[config.mk]
export PLATFORM = sky130hd
export DESIGN_NAME = strongest_ap_top_k_table_top
export DESIGN_NICKNAME = d
export VERILOG_FILES = /design/src/sv/sapt_pkg.sv /design/src/sv/sapt_ctrl.sv /design/src/sv/sapt_datapath.sv /design/src/sv/strongest_ap_top_k_table_top.sv
export SDC_FILE = /design/constraint.sdc
export NUM_CORES = 1
export LEC_CHECK = 0
export BUFFER_PORTS_ARGS = -buffer_cell sky130_fd_sc_hd__buf_2
export CAP_MARGIN = 5
export CORE_MARGIN = 2
export CORE_UTILIZATION = 45
export DETAILED_ROUTE_END_ITERATION = 8
export SYNTH_ARGS = -nofsm -noshare
export SYNTH_HDL_FRONTEND = slang
export SYNTH_SLANG_ARGS = --single-unit
[constraint.sdc]
create_clock -name clk -period 9.19 [get_ports clk]
set_clock_uncertainty 0.05 [all_clocks]
set_input_delay 0.919 -clock clk [delete_from_list [all_inputs] [get_ports clk]]
set_output_delay 0.919 -clock clk [all_outputs]
set_load 0.005 [all_outputs]
[src/sv/sapt_pkg.sv]
// shared constants, codes and controller types for the strongest access point table
`default_nettype none
package sapt_pkg;

	localparam int TABLE_SLOTS = 10;
	localparam int SLOT_W = (TABLE_SLOTS > 1) ? $clog2(TABLE_SLOTS) : 1;
	localparam int CNT_W = $clog2(TABLE_SLOTS + 1);

	localparam int MAC_W = 48;
	localparam int LEVEL_W = 8;
	localparam int SLOTNUM_W = 6;
	localparam int KIND_W = 2;

	localparam logic [KIND_W-1:0] KIND_START = 2'd0;
	localparam logic [KIND_W-1:0] KIND_RESULT = 2'd1;
	localparam logic [KIND_W-1:0] KIND_DONE = 2'd2;

	typedef enum logic [1:0] {
		ST_IDLE,
		ST_SCAN,
		ST_DECIDE,
		ST_EMIT
	} state_t;

	typedef struct packed {
		logic load_item;
		logic clear_count;
		logic scan_step;
		logic append;
		logic replace;
		logic emit_load;
	} cmd_t;

	typedef struct packed {
		logic count_zero;
		logic idx_last;
		logic dup;
		logic full;
		logic stronger;
		logic out_free;
	} status_t;

endpackage
`default_nettype wire

[src/sv/sapt_ctrl.sv]
// controller state machine: sequences scan, update and emission of the table
`default_nettype none
module sapt_ctrl (
	input  wire logic                        clk,
	input  wire logic                        arst_n,
	input  wire logic                        in_valid,
	input  wire logic [sapt_pkg::KIND_W-1:0] kind,
	output logic                             in_stall,
	input  wire sapt_pkg::status_t           status,
	output sapt_pkg::cmd_t                   cmd
);
	import sapt_pkg::*;

	state_t state_q;
	state_t state_next;
	logic   accept;

	assign in_stall = (state_q != ST_IDLE);
	assign accept = in_valid && !in_stall;

	always_ff @(posedge clk or negedge arst_n) begin
		if (!arst_n) begin
			state_q <= ST_IDLE;
		end else begin
			state_q <= state_next;
		end
	end

	always_comb begin
		state_next = state_q;
		cmd = '0;
		unique case (state_q)
			ST_IDLE: begin
				if (accept) begin
					cmd.load_item = 1'b1;
					priority if (kind == KIND_START) begin
						cmd.clear_count = 1'b1;
					end else if (kind == KIND_RESULT) begin
						// empty table needs no walk
						state_next = status.count_zero ? ST_DECIDE : ST_SCAN;
					end else if (kind == KIND_DONE) begin
						if (!status.count_zero) begin
							state_next = ST_EMIT;
						end
					end else begin
						state_next = ST_IDLE;
					end
				end
			end
			ST_SCAN: begin
				cmd.scan_step = 1'b1;
				if (status.idx_last) begin
					state_next = ST_DECIDE;
				end
			end
			ST_DECIDE: begin
				if (!status.dup) begin
					if (!status.full) begin
						cmd.append = 1'b1;
					end else if (status.stronger) begin
						cmd.replace = 1'b1;
					end
				end
				state_next = ST_IDLE;
			end
			ST_EMIT: begin
				if (status.out_free) begin
					cmd.emit_load = 1'b1;
					if (status.idx_last) begin
						state_next = ST_IDLE;
					end
				end
			end
			default: begin
				state_next = ST_IDLE;
			end
		endcase
	end

endmodule
`default_nettype wire

[src/sv/sapt_datapath.sv]
// datapath: slot table, entry count, walk index, weakest tracking and output register
`default_nettype none
module sapt_datapath (
	input  wire logic                                  clk,
	input  wire logic                                  arst_n,
	input  wire logic [sapt_pkg::MAC_W-1:0]            station_mac,
	input  wire logic signed [sapt_pkg::LEVEL_W-1:0]   signal_level,
	input  wire sapt_pkg::cmd_t                        cmd,
	output sapt_pkg::status_t                          status,
	output logic                                       out_valid,
	input  wire logic                                  out_stall,
	output logic [sapt_pkg::MAC_W-1:0]                 out_mac,
	output logic signed [sapt_pkg::LEVEL_W-1:0]        out_level,
	output logic [sapt_pkg::SLOTNUM_W-1:0]             slot_number,
	output logic                                       final_entry
);
	import sapt_pkg::*;

	logic [MAC_W-1:0]          slot_mac_q [TABLE_SLOTS];
	logic signed [LEVEL_W-1:0] slot_level_q [TABLE_SLOTS];

	logic [CNT_W-1:0]          cnt_q;
	logic [SLOT_W-1:0]         idx_q;
	logic [MAC_W-1:0]          mac_q;
	logic signed [LEVEL_W-1:0] lvl_q;
	logic                      dup_q;
	logic signed [LEVEL_W-1:0] min_lvl_q;
	logic [SLOT_W-1:0]         min_idx_q;

	logic                      out_valid_q;
	logic [MAC_W-1:0]          out_mac_q;
	logic signed [LEVEL_W-1:0] out_level_q;
	logic [SLOTNUM_W-1:0]      slot_number_q;
	logic                      final_entry_q;

	logic [MAC_W-1:0]          cur_mac;
	logic signed [LEVEL_W-1:0] cur_lvl;
	logic                      idx_last;

	assign cur_mac = slot_mac_q[idx_q];
	assign cur_lvl = slot_level_q[idx_q];
	assign idx_last = (CNT_W'(idx_q) == (cnt_q - CNT_W'(1)));

	assign status.count_zero = (cnt_q == '0);
	assign status.idx_last = idx_last;
	assign status.dup = dup_q;
	assign status.full = (cnt_q == CNT_W'(TABLE_SLOTS));
	assign status.stronger = (lvl_q > min_lvl_q);
	assign status.out_free = !out_valid_q || !out_stall;

	// entry count and output valid
	always_ff @(posedge clk or negedge arst_n) begin
		if (!arst_n) begin
			cnt_q <= '0;
			out_valid_q <= 1'b0;
		end else begin
			if (cmd.clear_count) begin
				cnt_q <= '0;
			end else if (cmd.append) begin
				cnt_q <= cnt_q + CNT_W'(1);
			end
			if (cmd.emit_load) begin
				out_valid_q <= 1'b1;
			end else if (!out_stall) begin
				out_valid_q <= 1'b0;
			end
		end
	end

	// item registers, walk index and weakest-slot tracking
	always_ff @(posedge clk) begin
		if (cmd.load_item) begin
			mac_q <= station_mac;
			lvl_q <= signal_level;
			dup_q <= 1'b0;
			idx_q <= '0;
		end else if (cmd.scan_step) begin
			if (cur_mac == mac_q) begin
				dup_q <= 1'b1;
			end
			// strict less keeps the lowest-numbered slot on ties
			if (idx_q == '0 || cur_lvl < min_lvl_q) begin
				min_lvl_q <= cur_lvl;
				min_idx_q <= idx_q;
			end
			idx_q <= idx_q + SLOT_W'(1);
		end else if (cmd.emit_load) begin
			idx_q <= idx_q + SLOT_W'(1);
		end
	end

	// slot table
	always_ff @(posedge clk) begin
		if (cmd.append) begin
			slot_mac_q[cnt_q[SLOT_W-1:0]] <= mac_q;
			slot_level_q[cnt_q[SLOT_W-1:0]] <= lvl_q;
		end else if (cmd.replace) begin
			slot_mac_q[min_idx_q] <= mac_q;
			slot_level_q[min_idx_q] <= lvl_q;
		end
	end

	// output payload, held while stalled
	always_ff @(posedge clk) begin
		if (cmd.emit_load) begin
			out_mac_q <= cur_mac;
			out_level_q <= cur_lvl;
			slot_number_q <= SLOTNUM_W'(idx_q);
			final_entry_q <= idx_last;
		end
	end

	assign out_valid = out_valid_q;
	assign out_mac = out_mac_q;
	assign out_level = out_level_q;
	assign slot_number = slot_number_q;
	assign final_entry = final_entry_q;

endmodule
`default_nettype wire

[src/sv/strongest_ap_top_k_table_top.sv]
// a result item first walks the N stored entries (N at most 10), one slot at a time, for the
// duplicate and weakest search, then appends or replaces in the decide step.
// a start item clears the entry count; a done item emits one entry per cycle while out_stall is low.
// one item is worked on at a time; in_stall stays high until the update or the last entry load.
// reset clears the entry count, the controller and the output valid; the slot contents
// are not reset and are only read below the entry count.
`default_nettype none
module strongest_ap_top_k_table_top (
	input  wire logic                                clk,
	input  wire logic                                arst_n,
	input  wire logic                                in_valid,
	output logic                                     in_stall,
	input  wire logic [sapt_pkg::KIND_W-1:0]         kind,
	input  wire logic [sapt_pkg::MAC_W-1:0]          station_mac,
	input  wire logic signed [sapt_pkg::LEVEL_W-1:0] signal_level,
	output logic                                     out_valid,
	input  wire logic                                out_stall,
	output logic [sapt_pkg::MAC_W-1:0]               out_mac,
	output logic signed [sapt_pkg::LEVEL_W-1:0]      out_level,
	output logic [sapt_pkg::SLOTNUM_W-1:0]           slot_number,
	output logic                                     final_entry
);
	import sapt_pkg::*;

	cmd_t    cmd;
	status_t status;

	sapt_ctrl u_ctrl (
		.clk      (clk),
		.arst_n   (arst_n),
		.in_valid (in_valid),
		.kind     (kind),
		.in_stall (in_stall),
		.status   (status),
		.cmd      (cmd)
	);

	sapt_datapath u_datapath (
		.clk          (clk),
		.arst_n       (arst_n),
		.station_mac  (station_mac),
		.signal_level (signal_level),
		.cmd          (cmd),
		.status       (status),
		.out_valid    (out_valid),
		.out_stall    (out_stall),
		.out_mac      (out_mac),
		.out_level    (out_level),
		.slot_number  (slot_number),
		.final_entry  (final_entry)
	);

endmodule
`default_nettype wire
# Word-level counts from Yosys, hierarchy flattened
# Memory sizes are Yosys's and may differ from the RTL's. A register that Yosys moved wholly into a read port is not among the register bits.
# Cells that the tools add are included.
totals:
  input_bits: 62
  ram_bits: 560
  reg_bits: 141
  mem_count: 2
op_classes:
  eq_ne: 15
  magnitude_cmp: 2
  n_reduce_logical: 18
  n_mux: 42
  n_addsub: 3
  bitwise: 1
mem_list:
  columns: ["memory", "depth", "width", "rd", "rd_ports_with_merged_regs", "write_ports", "line_no", "rtl"]
  rows:
  - ["u_datapath.slot_mac_q", 10, 48, 1, 1, 1, "sapt_datapath.sv:19", "logic [MAC_W-1:0] slot_mac_q [TABLE_SLOTS];"]
  - ["u_datapath.slot_level_q", 10, 8, 1, 1, 1, "sapt_datapath.sv:20", "logic signed [LEVEL_W-1:0] slot_level_q [TABLE_SLOTS];"]
op_table:
  columns: ["cell", "n"]
  rows:
  - ["equality test 48 bit", 1]
  - ["two-way mux 48 bit", 1]
  - ["OR reduction 48 bit", 1]
  - ["two-way mux 4 bit", 10]
  - ["two-way mux 2 bit", 13]
  - ["two-way mux 1 bit", 16]
  - ["adder 4 x 1 -> 4 bit, second input constant", 2]
  - ["> comparator 8 bit", 1]
  - ["logical NOT 4 bit", 2]
  - ["< comparator 8 bit", 1]
  - ["two-way mux 8 bit", 1]
  - ["inequality test 2 x 1 -> 1 bit, second input constant", 4]
  - ["one-hot mux 2 bit (4 select lines)", 1]
  - ["OR reduction 8 bit", 1]
  - ["equality test 2 bit, second input constant", 3]
  - ["AND reduction 6 bit", 1]
  - ["nonzero test 2 bit", 3]
  - ["equality test 2 x 1 -> 1 bit, second input constant", 2]
  - ["equality test 4 bit", 1]
  - ["equality test 4 bit, second input constant", 1]
  - ["logical NOT 2 bit", 2]
  - ["inequality test 2 bit, second input constant", 2]
  - ["inequality test 4 bit, second input constant", 1]
  - ["subtractor 4 x 1 -> 4 bit, second input constant", 1]
  - ["other kinds (6)", 9]

# Depth between registers and ports, before layout
logic_depth:
  ltp_word: 10
  depth_mapped: 16

# Modules after synthesis
# Synthesis repeated with hierarchy kept, for this count alone.
hier_totals:
  hier_cells: 1460
  hier_area_um2: 27989.3
by_module_without_submodules:
  columns: ["module", "area_each_um2", "n_inst", "cells_per_inst", "seq_area_each_um2"]
  rows:
  - ["sapt_datapath", 27794.2, 1, 1434, 20995.1]
  - ["sapt_ctrl", 195.2, 1, 26, 50.0]

# Worst setup path after synthesis
# Ideal clock, no wire load.
synth_timing:
  kind: "reg2reg"
  from: "register u_datapath.lvl_q[1]"
  to: "memory u_datapath.slot_level_q[0][0], enable pin"
  t_required_ns: 8.601
  stages_incl_launch_ff: 10
  path_slack_ns: 2.754
  t_arrival_ns: 5.847
  period_less_slack_ns: 6.436
  setup_time_ns: 0.539
  cell_sequence: "edfxtp_1 -> ha_1 -> nor2b_1 -> o21a_1 -> o21a_1 -> o21a_1 -> o211ai_1 -> a21o_1 -> mux2i_1 -> nor3_1"
synth_between:
  elab_chain_len: 10
  word_cells_on_any_way: 11
  classes_between: "1 x order compare; 9 x mux; 1 x reduce/logical"
synth_lines:
  columns: ["element", "line_no", "rtl"]
  rows:
  - ["from (decl)", "sapt_datapath.sv:25", "logic signed [LEVEL_W-1:0] lvl_q;"]
  - ["from (signal assigned)", "sapt_datapath.sv:74", "lvl_q <= signal_level;"]
  - ["> comparator 8 bit *", "sapt_datapath.sv:48", "assign status.stronger = (lvl_q > min_lvl_q);"]
  - ["two-way mux 1 bit *", "sapt_ctrl.sv:60", "end else if (status.stronger) begin"]
  - ["two-way mux 1 bit *", "sapt_ctrl.sv:58", "if (!status.full) begin"]
  - ["two-way mux 2 bit *", "sapt_ctrl.sv:57", "if (!status.dup) begin"]
  - ["two-way mux 2 bit *", "sapt_ctrl.sv:32", "unique case (state_q)"]
  - ["two-way mux 1 bit *", "sapt_datapath.sv:97", "end else if (cmd.replace) begin"]
  - ["two-way mux 1 bit *", "sapt_datapath.sv:94", "if (cmd.append) begin"]
  - ["two-way mux 1 bit (implied by the code) *", "sapt_datapath.sv:99", "slot_level_q[min_idx_q] <= lvl_q;"]
  - ["OR reduction 8 bit (no line)", null, null]
  - ["two-way mux 4 bit (no line) / two-way mux 1 bit (equally long branches)", null, null]
  - ["to (decl)", "sapt_datapath.sv:20", null]
# Mark *: on every way between the ends. The rest lies on a longest branch, timed or not.

==> impl_metrics.json <==
{
  "drtAntennaViolNets": 0,
  "drc_errors": 0,
  "synthAdderAreaFrac": 0.00886,
  "layout_common_cells": "edfxtp_1 (689), buf_2 (124), mux4_2 (93)",
  "synth_area_leaders": "edfxtp_1 (73%), mux4_2 (7.4%), mux2i_1 (2.7%)",
  "drt-initial-drc-count": 1553,
  "cts_hold_buf": 0,
  "clockBufferDepth": 3,
  "grt_max_degree": 65,
  "cts_tree": "built",
  "synth-compound-area-share": 0.0447,
  "synth_area_leader_cell": "edfxtp_1",
  "synth_top_family_by_area": "multiplexers",
  "clk_latency_ps": 610,
  "num_rows": 91,
  "startpoint_type": "flip-flop",
  "synth_top_area_frac": 0.732,
  "cts_setup_buffers": 0,
  "yosysUniqueCellTypes": 73,
  "rsz0062_at_grt": "false",
  "final-setup-viol-count": 0,
  "die_w_um": 255,
  "endpoint_kind": "flip-flop",
  "area_growth_pct": 13.9,
  "yosys.area_share.simple": 0.0421,
  "netlist_instances": 1549,
  "crit_required_ps": 9690,
  "htreeDepth": 3,
  "fp.dieH_um": 255,
  "slew_violations": 0,
  "critical_path_class": "flip-flop to flip-flop",
  "finalCritPeriodShare": 0.473,
  "numCtsBuffers": 75,
  "p_leak_nw": 10.7,
  "setup-tns-final_ps": 0,
  "cp_max_fo": 48,
  "viasPerCell": 5.78,
  "synth_top_flop_cell": "edfxtp_1",
  "ys_async_sr_fraction": 0.00993,
  "worstMarginPinSlew_ps": 1190,
  "cts-root-buf": "clkbuf_16",
  "status": "completed",
  "avgRoutedWirePerCell_um": 27.2,
  "grt_first_pass_wirelength_um": 102000,
  "cts_resized": 0,
  "avgSynthCellArea_um2": 18.2,
  "grt_overflow": 0,
  "drt-pass1-iter-count": 5,
  "ios": 127,
  "dp.final_hpwl_um": 39900,
  "dieArea_mm2": 0.0648,
  "drt-total-wl_um": 70800,
  "synth_xor_xnor_area_share": 0.0264,
  "ys_ff_latch": 705,
  "cts_sinks": 705,
  "synth_edf_count": 689,
  "layout_commonest_cell": "edfxtp_1",
  "coreArea_mm2": 0.0619,
  "power_mw": 10.3,
  "portBuffers": 124,
  "globalplace.congestion": 0.856,
  "dr.max_layer_used": "met4",
  "drive_above_1_share": 0.222,
  "wl_met1_um": 30300,
  "synth_area_mm2": 0.0283,
  "vias": 15000,
  "grt_pass1_vias": 14900,
  "synth-seq-area-share": 0.745,
  "nNetsFinal": 1789,
  "arrival_ps": 4840,
  "hold_class": "input pin to async pin",
  "power_density_mw_per_mm2": 320,
  "ys_warn_count": 0,
  "dr_wl_met3_um": 3980,
  "ir_drop_uv": 160,
  "track_usage": 0.221,
  "synth_mux_area_frac": 0.112,
  "start_util": 0.456,
  "grt_antenna_before_repair": 0,
  "diodes": 0,
  "clkSlewWorstSetupHoldPaths_ps": 60,
  "met2_length_um": 34300,
  "cap_violations": 0,
  "hold_violations": 0,
  "fin_crit_ps": 4340,
  "maxSlewHeadroom": 0.209,
  "fmax_ghz": 0.230
}
==> flip-flops by register name, summed over array words and instances (netlist names), named ones only <==
name	cells
u_datapath.out_level	8
u_datapath.final_entry	1
u_datapath.slot_mac_q	480
u_datapath.slot_level_q	80
u_datapath.idx_q	4
u_datapath.out_valid	1
u_datapath.min_lvl_q	8
u_datapath.cnt_q	4
u_ctrl.state_q	2
u_datapath.dup_q	1
u_datapath.mac_q	48
u_datapath.out_mac	48
u_datapath.min_idx_q	4
u_datapath.slot_number	4
u_datapath.lvl_q	8
==> power by group <==
| group | internal (mW) | switching (mW) | leakage, nW |
|---|---|---|---|
| sequential | 4.12 | 0.367 | 6.40 |
| clock | 1.78 | 1.22 | 1.19 |
| combinational | 1.08 | 1.72 | 3.16 |
| total | 6.99 | 3.31 | 10.7 |
==> cell usage after synthesis (17+ instances only) <==
cell type and instances:
nand3_1 20, inv_1 40, nor2_1 53, and3_1 17
nand2_1 84, ha_1 20, mux2i_1 77, clkbuf_1 23
xnor2_1 46, edfxtp_1 689, mux4_2 93, a21oi_1 61
o21ai_0 20, xor2_1 39
==> worst max-delay path, cell delays in order (launching register included) <==
cell,delay [ps]
dfxtp_4,710
buf_4,760
buf_4,520
mux4_2,580
and2_0,170
a311oi_1,240
a21oi_1,90
a221o_1,390
a2111o_1,290
nor3b_1,210
a32o_1,190
==> area by class of cell <==
type / count / area (µm²)
clock buffers: 91 / 2000
fillers: 5031 / 29800
multi-input cells: 735 / 6680
repair buffers: 148 / 801
flip-flops and latches: 705 / 21100
well taps: 837 / 1050
clock inverters: 44 / 435
inverters: 42 / 159
==> cells by family (layout without fill, tap and decap cells) <==
group,count (synthesis),after routing
other cells,1,2
xor+xnor,85,85
fa+ha+maj,20,20
simple gates,249,249
mux,190,190
compound gates,189,189
buf+inv,110,325
flops,705,705
==> per-layer routing <==
metal,global-route usage,up-vias
met3,0.0363,125
met2,0.358,521
met1,0.307,7912
met4,0.0720,0
li1,-,6471
met5,0,-
==> final timing paths <==
path	from	end	slack (ps)	cells past startpoint
worst min register to register	u_datapath.idx_q[3]$_SDFFE_PP0N_	u_datapath.min_idx_q[3]$_DFFE_PP_	510	0
min in group clk	signal_level[1]	u_datapath.lvl_q[1]$_DFFE_PP_	430	1
worst max-delay path	flip-flop	u_datapath.dup_q$_SDFFE_PP0P_	4850	10
worst max register to register	flip-flop	u_datapath.dup_q$_SDFFE_PP0P_	4850	10
worst min-delay path	arst_n	u_datapath.cnt_q[3]$_DFFE_PN0P_	90	1
max in group asynchronous	arst_n	u_datapath.out_valid$_DFFE_PN0P_	8820	1
==> per-stage QoR <==
stage / utilization / instances / cell area, µm² / hold WS, ps / setup WS, ps
6_report: 0.519 / 2602 / 32200 / 86.5 / 4850
5_1_grt: 0.519 / 2602 / 32200 / 71.3 / 4450
4_1_cts: 0.519 / 2602 / 32200 / 52.2 / 4680
3_5_place_dp: 0.480 / 2467 / 29700 / 493 / 4700
3_3_place_gp: 0.480 / 2467 / 29700 / 489 / 4750
2_1_floorplan: - / 1550 / 28300 / 393 / 2750
Note: power is estimated with default switching activity, not from simulation.
